File: config.mk
export PLATFORM = sky130hd
export DESIGN_NAME = eyvm_cell
export DESIGN_NICKNAME = d
export VERILOG_FILES = /design/src/rtl/eyvm_pkg.sv /design/src/rtl/eyvm_cell.sv
export SDC_FILE = /design/constraint.sdc
export NUM_CORES = 1
export LEC_CHECK = 0
export BUFFER_PORTS_ARGS = -buffer_cell sky130_fd_sc_hd__buf_2
export CAP_MARGIN = 15
export CORE_AREA = 2 2 299 301
export CTS_BUF_LIST = sky130_fd_sc_hd__clkbuf_8
export CTS_CLUSTER_SIZE = 20
export DETAILED_ROUTE_END_ITERATION = 10
export DIE_AREA = 0 0 301 303
export PLACE_DENSITY = 0.61
export SLEW_MARGIN = 20
export SYNTH_ARGS = -nofsm -noshare
export SYNTH_HDL_FRONTEND = slang
export SYNTH_SLANG_ARGS = --single-unit
File: constraint.sdc
create_clock -name clk -period 1.8 [get_ports clk]
set_clock_uncertainty 0.15 [all_clocks]
set_input_delay 0.09 -clock clk [delete_from_list [all_inputs] [get_ports clk]]
set_output_delay 0.09 -clock clk [all_outputs]
set_load 0.1 [all_outputs]
File: src/rtl/eyvm_pkg.sv
`default_nettype none
package eyvm_pkg;
	localparam int CordicSteps = 16;
	localparam logic signed [26:0] AngToPhase = 27'sd42722830;
	localparam logic signed [33:0] CordicX0 = 34'sd652032874;

	// Arctangent of 2^-i in phase units, one full turn is 2^24.
	function automatic logic signed [24:0] atan_phase(input int idx);
		logic signed [24:0] r;
		begin
			case (idx)
				0: r = 25'sd2097152;
				1: r = 25'sd1238021;
				2: r = 25'sd654136;
				3: r = 25'sd332050;
				4: r = 25'sd166669;
				5: r = 25'sd83416;
				6: r = 25'sd41718;
				7: r = 25'sd20860;
				8: r = 25'sd10430;
				9: r = 25'sd5215;
				10: r = 25'sd2608;
				11: r = 25'sd1304;
				12: r = 25'sd652;
				13: r = 25'sd326;
				14: r = 25'sd163;
				default: r = 25'sd81;
			endcase
			return r;
		end
	endfunction

	// One CORDIC cell's data: three angles carried in parallel.
	typedef struct packed {
		logic signed [2:0][33:0] x;
		logic signed [2:0][33:0] y;
		logic signed [2:0][24:0] z;
		logic [2:0][1:0] quad;
	} cordic_t;

	typedef struct packed {
		logic signed [31:0] pos_x;
		logic signed [31:0] pos_y;
		logic signed [31:0] pos_z;
	} pos_t;
endpackage
`default_nettype wire

File: src/rtl/eyvm_cell.sv
`default_nettype none
module eyvm_cell
	import eyvm_pkg::*;
#(
	parameter int Step = 0
) (
	input wire logic clk,
	input wire logic arst_n,
	input wire logic en,
	input wire logic vin,
	input wire cordic_t din,
	input wire pos_t pin,
	output logic vout,
	output cordic_t dout,
	output pos_t pout
);
	cordic_t nxt;

	// One rotation step for each of the three angles.
	// Elements of a packed array read as unsigned, so each one is made signed here.
	always_comb begin
		nxt = din;
		for (int a = 0; a < 3; a++) begin
			if ($signed(din.z[a]) >= 0) begin
				nxt.x[a] = $signed(din.x[a]) - ($signed(din.y[a]) >>> Step);
				nxt.y[a] = $signed(din.y[a]) + ($signed(din.x[a]) >>> Step);
				nxt.z[a] = $signed(din.z[a]) - atan_phase(Step);
			end else begin
				nxt.x[a] = $signed(din.x[a]) + ($signed(din.y[a]) >>> Step);
				nxt.y[a] = $signed(din.y[a]) - ($signed(din.x[a]) >>> Step);
				nxt.z[a] = $signed(din.z[a]) + atan_phase(Step);
			end
		end
	end

	always_ff @(posedge clk or negedge arst_n) begin
		if (!arst_n) begin
			vout <= 1'b0;
		end else if (en) begin
			vout <= vin;
		end
	end

	always_ff @(posedge clk) begin
		if (en) begin
			dout <= nxt;
			pout <= pin;
		end
	end
endmodule
`default_nettype wire
==> results of run 1 <==
worst register-to-register path: cells and delay by family, from the launching register on:
kind	cells	cell delay [ns]
mux	1	0.26
buf+inv	1	0.57
flops	1	0.37
cell type report:
type | count | area share [%]
flip-flops and latches | 379 | 21.7
diodes | 21 | 0.100
multi-input cells | 2154 | 36.2
inverters | 303 | 2.38
clock buffers | 72 | 1.89
repair buffers | 2304 | 34.1
well taps | 1165 | 2.78
clock inverters | 55 | 0.797
per-stage QoR:
stage	TNS [ns]	hold slack [ns]	setup slack (ns)
6_report	-55.47	-0.0536	-0.698
5_1_grt	-55.48	-0.0700	-0.652
4_1_cts	-37.32	-0.0861	-0.541
3_5_place_dp	-176.99	-0.285	-1.45
3_3_place_gp	-172.94	-0.285	-1.47
2_1_floorplan	-72.24	-0.356	-0.948
logic make-up after synthesis:
group	share of synthesized area (%)
compound gates	21.1
simple gates	10.4
buf+inv	5.86
flops	40.3
fa+ha+maj	14.4
xor+xnor	6.08
mux	1.82
timing repair:
item | in CTS | in global routing
endpoints found under the setup margin | 250 | 179
hold buffers | 457 | 3
resized for setup | 541 | 336
endpoints found under the hold margin | 686 | 9
buffers inserted | 55 | 79
pin swaps | 230 | 267
cloned | 0 | 1
metal layers:
layer | global-route usage, % | up-vias | routed length, um
met2 | 47.2 | 1495 | 65600
met3 | 6.37 | 376 | 10900
li1 | - | 15200 | -
met5 | 0 | - | 138
met1 | 35.0 | 15800 | 55600
met4 | 14.3 | 20 | 7200
worst paths after layout:
kind	cells after the start	start	to
worst max-delay path	14	din[184]	dout[216]
worst min-delay path	4	din[80]	dout[275]
max in group asynchronous	3	arst_n	vout
min in group asynchronous	3	arst_n	vout
worst min register to register	2	vout	vout
worst max register to register	2	vout	vout
synthesized netlist by cell type, drive strengths merged, types with 35 or more instances:
cell / count / area [um^2]
xor2: 35 / 307
ha: 306 / 3830
a21o: 80 / 601
nand2: 131 / 492
edfxtp: 378 / 11400
mux2i: 48 / 480
inv: 300 / 1130
clkbuf: 92 / 345
xnor2: 161 / 1410
buf: 39 / 171
nor3: 50 / 250
o21ai: 201 / 1010
nand3: 40 / 200
nor2: 243 / 912
a21oi: 356 / 1780
o21bai: 72 / 541
a211oi: 38 / 290
power by group:
| group | internal, W | total, W | leakage (nW) | switching, W |
|---|---|---|---|---|
| sequential | 0.0112 | 0.0118 | 3.71 | 0.000555 |
| combinational | 0.00781 | 0.0234 | 19.4 | 0.0155 |
| clock | 0.00442 | 0.00883 | 0.770 | 0.00441 |
state kept, by name (all words and copies together), names as in the netlist:
signal	cells
vout	1
dout	282
pout	96
==> results.md, run 1 <==
- Initial Utilization: 32.1%
- Period utilization: 139%
- Post-DP Area: roughly 42,000 um^2
- Synthesis-to-finish area growth: 85.6%
- Max cap viols: 0
- Net count, final: between 5k and 6k
- EDFF count, synth: 378
- Sink Count: 379
- Final worst path period need: 2.50 ns
- Tot Pwr: 0.0440 W
- Worst-Skew Late Latency: 0.69 ns
- Share of cells above drive strength 1: 48.1%
- Post-detailed-route wirelength per cell: around 22 um
- Synth warn: 0
- RSZ-0062 raised after global routing: yes
- Slew HR: 53.4%
- Crit-path max cell delay: between 0.3 and 0.4 ns
- Reg2Reg Setup Slack: 0.33 ns
- LEAKAGE: approximately 24 nW
- Vias per cell: 5.10
- Max-slew violation count: 0
- Die span in y: 303 um
- Syn_area_per_cell: 9.52 um^2
- CTS root buffer: clkbuf_8
- Crit path max fanout: 4
- Startpoint types: primary input
- Die Wd: between 300 and 400 um
- IO Pins: 767
- Overflow after GRT: 0
- CTS clk-pin slew, worst paths: approximately 0.05 ns
- Filler Cell Count: 7,116
- Site Rows: between 100 and 150
- Top delay family on crit path: compound AO/OA/AOI/OAI gates
- Num CTS Buffers: 72
- Multi-input gate area: 19,000 um^2
- Sequential cell area: 11,400 um^2
- Failing checks: hold timing, setup timing
- Mapped Nets: around 3.7k
- TritonCTS clock tree: done
- Drt drc: 0
- GRT Overall Usage: 28.5%
- Worst-margin pin slew: around 0.69 ns
- Cell Count, Final, Fillers Out: 6,453
- GP Congestion: 0.983
- Endpoints failing hold: 9
- Status: complete, but fails checks
- Die area: 91,200 um^2
- WS Path Type: in -> reg
- Final setup margin: -0.698 ns
- Post-synth ARST share: 0.264%
- CORE AREA: 88,000 um^2
- Cells along the critical path: buf_8, buf_12, ha_4, nor2b_4, o211ai_1, buf_4, a221o_1, o211ai_1, a21o_1, a221o_1, a31oi_4, o21ai_4, a211oi_2, xor2_1
- Routed WL: 140 mm
- Dpl cells: around 5.8k
- Synth Register Bits: 379
- Util after Layout: between 50% and 60%
- CP Data Arrival Time: 2.78 ns
- Final hold slack: -0.0536 ns
- Crit path buffers/inverters: 3
- Crit path required time: 2.08 ns
- Htree depth: 3
- Drt initial violations: roughly 2.4k
- Register area share after synthesis: 40.3%
- Worst vdd ir: slightly below 1 mV
- Vias in the first global route: 32.7k
- Prevailing post-synth register cell: edfxtp_1
- Achievable frequency: 400 MHz
- Synth cell types: 83
- Most common cell after layout, fill and taps aside: buf_4
- Setup violators final: 146
- Critical Path End Type: flop
- Cells after Synth: 2,967
- PwrDens: 839 nW/um^2
- Clock Tree Buf Depth: 3
- Global-route wire length before repair: 197 mm
- I/O Buffers: 766
- Worst min path class: in -> reg
- Total number of vias: 32.9k
- Post-DRT Antenna Nets: 0
- Most frequent cells in the layout: 1,078 x buf_4, 586 x buf_2, 455 x dlygate4sd3_1
- Dpl hpwl: 102 mm
- Initial antenna violation count: 30
- Syn Std Cell Area: ~28,000 um^2
- Final Cell Area: 52,400 um^2
- Initial DRT Pass Iterations: 7
- Largest net degree at the start of global routing: 56
- Slowest stage cell, crit path: a221o_1
Power figures use the tool's default switching activity.
==> run 2, diff against run 1 <==
--- a/config.mk
+++ b/config.mk
@@ -13,7 +13,9 @@
 export DETAILED_ROUTE_END_ITERATION = 10
 export DIE_AREA = 0 0 301 303
 export PLACE_DENSITY = 0.61
+export REMOVE_ABC_BUFFERS = 1
 export SLEW_MARGIN = 20
 export SYNTH_ARGS = -nofsm -noshare
 export SYNTH_HDL_FRONTEND = slang
 export SYNTH_SLANG_ARGS = --single-unit
+export TNS_END_PERCENT = 5
==> run 2 against run 1 <==
  * The run ends with setup timing left
  * Final cell count down 0.51%
  * Sequential share of layout area grew 1.2 points
  * Count of clock-buffer cells in the layout did not move
  * First-iteration DRC count fell by 4.1%
  * Power fell by 2.8%
  * Critical path type unchanged
  * Utilization fell by 3.1 points
  * Highest routed layer unchanged
  * Combinational power down 7%
  * Largest cell class unchanged
  * Sequential power hardly changed
  * Clock power increased by 5.2%
  * Global-route usage decreased by 2.3 points
==> results.md, run 2 (synthesized netlist as in run 1, its figures left out) <==
- Status: complete, but fails checks
- Failing checks: setup timing
- Final worst path period need: between 2 and 2.5 ns
- Sink Count: 379
- Tot Pwr: 0.0427 W
- I/O Buffers: 766
- Initial antenna violation count: 36
- Cells along the critical path: buf_6, buf_6, ha_4, or2_4, o211ai_1, buf_4, a221o_1, o211ai_1, a21o_1, a221o_1, a31oi_4, o21ai_4, a211oi_2, xor2_1
- Initial DRT Pass Iterations: 6
- Most common cell after layout, fill and taps aside: buf_4
- Max FFs per register: ~280
- Max-slew violation count: 0
- Dpl hpwl: 94.8 mm
- Net count, final: just under 6k
- Sequential cell area: roughly 11,000 um^2
- Top Registers: dout x282, pout x96, vout x1
- Share of cells above drive strength 1: 42.6%
- Vias in the first global route: 32.3k
- Hold Path Origin: din[252]
- Final setup margin: -0.674 ns
- Multi-input gate area: roughly 17,000 um^2
- Post-detailed-route wirelength per cell: 19.5 um
- Met1 global-route usage: 32.0%
- Overflow after GRT: 0
- Worst-margin pin slew: 0.795 ns
- Most frequent cells in the layout: 1,077 x buf_4, 650 x buf_2, 477 x dlygate4sd3_1
- LEAKAGE: 23.2 nW
- WS Path Type: in -> reg
- Met3 usage: 5.11%
- Reg2reg path depth: 2
- Drt drc: 0
- Achievable frequency: 404 MHz
- Dpl ws: -1.76 ns
- Dpl cells: 5,759
- Initial Utilization: 32.1%
- Final Cell Area: 49,600 um^2
- Slowest stage cell, crit path: a221o_1
- Worst-Skew Late Latency: 0.69 ns
- Drt initial violations: 2,335
- Filler Cell Count: 7,563
- Crit path max fanout: 4
- Critical Path End Type: flop
- Hold Path End: dout[254]
- Vias per cell: 4.98
- Worst min path class: in -> reg
- Die area: 91,200 um^2
- Crit-path max cell delay: about 0.41 ns
- R2R Path End: vout
- Endpoints failing hold: 0
- GRT Overall Usage: roughly a quarter
- CTS root buffer: clkbuf_8
- Clock Tree Buf Depth: 3
- Global-route wire length before repair: 185 mm
- Setup violators final: 143
- Synthesis-to-finish area growth: 75.8%
- CP Data Arrival Time: roughly 2.9 ns
- Startpoint types: primary input
- Period utilization: 137%
- Biggest register: dout
- Cell Count, Final, Fillers Out: 6,420
- GP Congestion: 0.962
- RSZ-0062 raised after global routing: yes
- TritonCTS clock tree: done
- Total number of vias: 32.0k
- GR Layer Usage met2: approximately 44%
- Worst vdd ir: 0.984 mV
- Max cap viols: 0
- Num CTS Buffers: 71
- Die span in y: a little over 300 um
- Reg2Reg Setup Slack: 0.33 ns
- IO Pins: 767
- Crit path required time: 2.18 ns
- Routed WL: 125 mm
- Post-DRT Antenna Nets: 0
- Largest net degree at the start of global routing: 94
- FF-to-FF Start: vout
- Die Wd: 301 um
- Htree depth: 3
- CTS clk-pin slew, worst paths: approximately 0.07 ns
- Slew HR: 45.6%
- Site Rows: 109
- Final hold slack: 0.0452 ns
- WHS Path Cells: 6
- GR peak layer: met2
- CORE AREA: 88,000 um^2
- PwrDens: 860 nW/um^2
- Post-DP Area: 40,700 um^2
[run 2: area by class of cell]
cell class,instances,share of cell area (%)
inverters,303,2.32
repair buffers,2271,34.3
multi-input cells,2154,34.4
well taps,1165,2.94
diodes,18,0.0907
flip-flops and latches,379,22.9
clock buffers,72,2.00
clock inverters,58,1.04
[run 2: power by group]
| group | switching, W | total [W] | internal, W |
|---|---|---|---|
| Clock | 0.00420 | 0.00929 | 0.00509 |
| Sequential | 0.000439 | 0.0117 | 0.0112 |
| Combinational | 0.0147 | 0.0218 | 0.00704 |
| Total | 0.0194 | 0.0427 | 0.0233 |
[run 2: how the worst max path moves through the flow]
| stage | start | slack [ns] | cells past startpoint | to |
|---|---|---|---|---|
| 2_1_floorplan | din[119] | -1.32 | 12 | dout[242] |
| 3_3_place_gp | din[81] | -1.80 | 14 | dout[213] |
| 3_5_place_dp | din[81] | -1.76 | 14 | dout[213] |
| 4_1_cts | din[119] | -0.58 | 13 | dout[140] |
| 5_1_grt | din[221] | -0.70 | 15 | dout[247] |
| 6_report | din[184] | -0.67 | 14 | dout[216] |
[run 2: metrics by stage]
| stage | utilization (%) | setup TNS, ns |
|---|---|---|
| floorplan | - | -107.30 |
| detailed placement | 46.3 | -202.48 |
| global placement | 46.3 | -198.89 |
| global route | 56.4 | -60.24 |
| CTS | 55.7 | -40.75 |
| finish | 56.4 | -50.84 |
[run 2: critical path: cells and delay by family]
kind            cells  cell delay (ns)
compound gates      8             1.76
xor+xnor            1             0.23
fa+ha+maj           1             0.15
buf+inv             3             0.39
simple gates        1             0.22
[run 2: timing repair]
| action | in CTS | in global routing |
|---|---|---|
| hold buffers | 481 | 1 |
| buffers inserted | 35 | 6 |
| pin swaps | 142 | 66 |
| resized for setup | 400 | 155 |
| endpoints found under the hold margin | 708 | 1 |
| endpoints found under the setup margin | 235 | 168 |
[run 2: routing by layer]
layer	part of all wire [%]	routed length [um]
met5	0.13	167
met4	5.1	6410
met3	7.2	9030
met2	48	59600
met1	40	50000
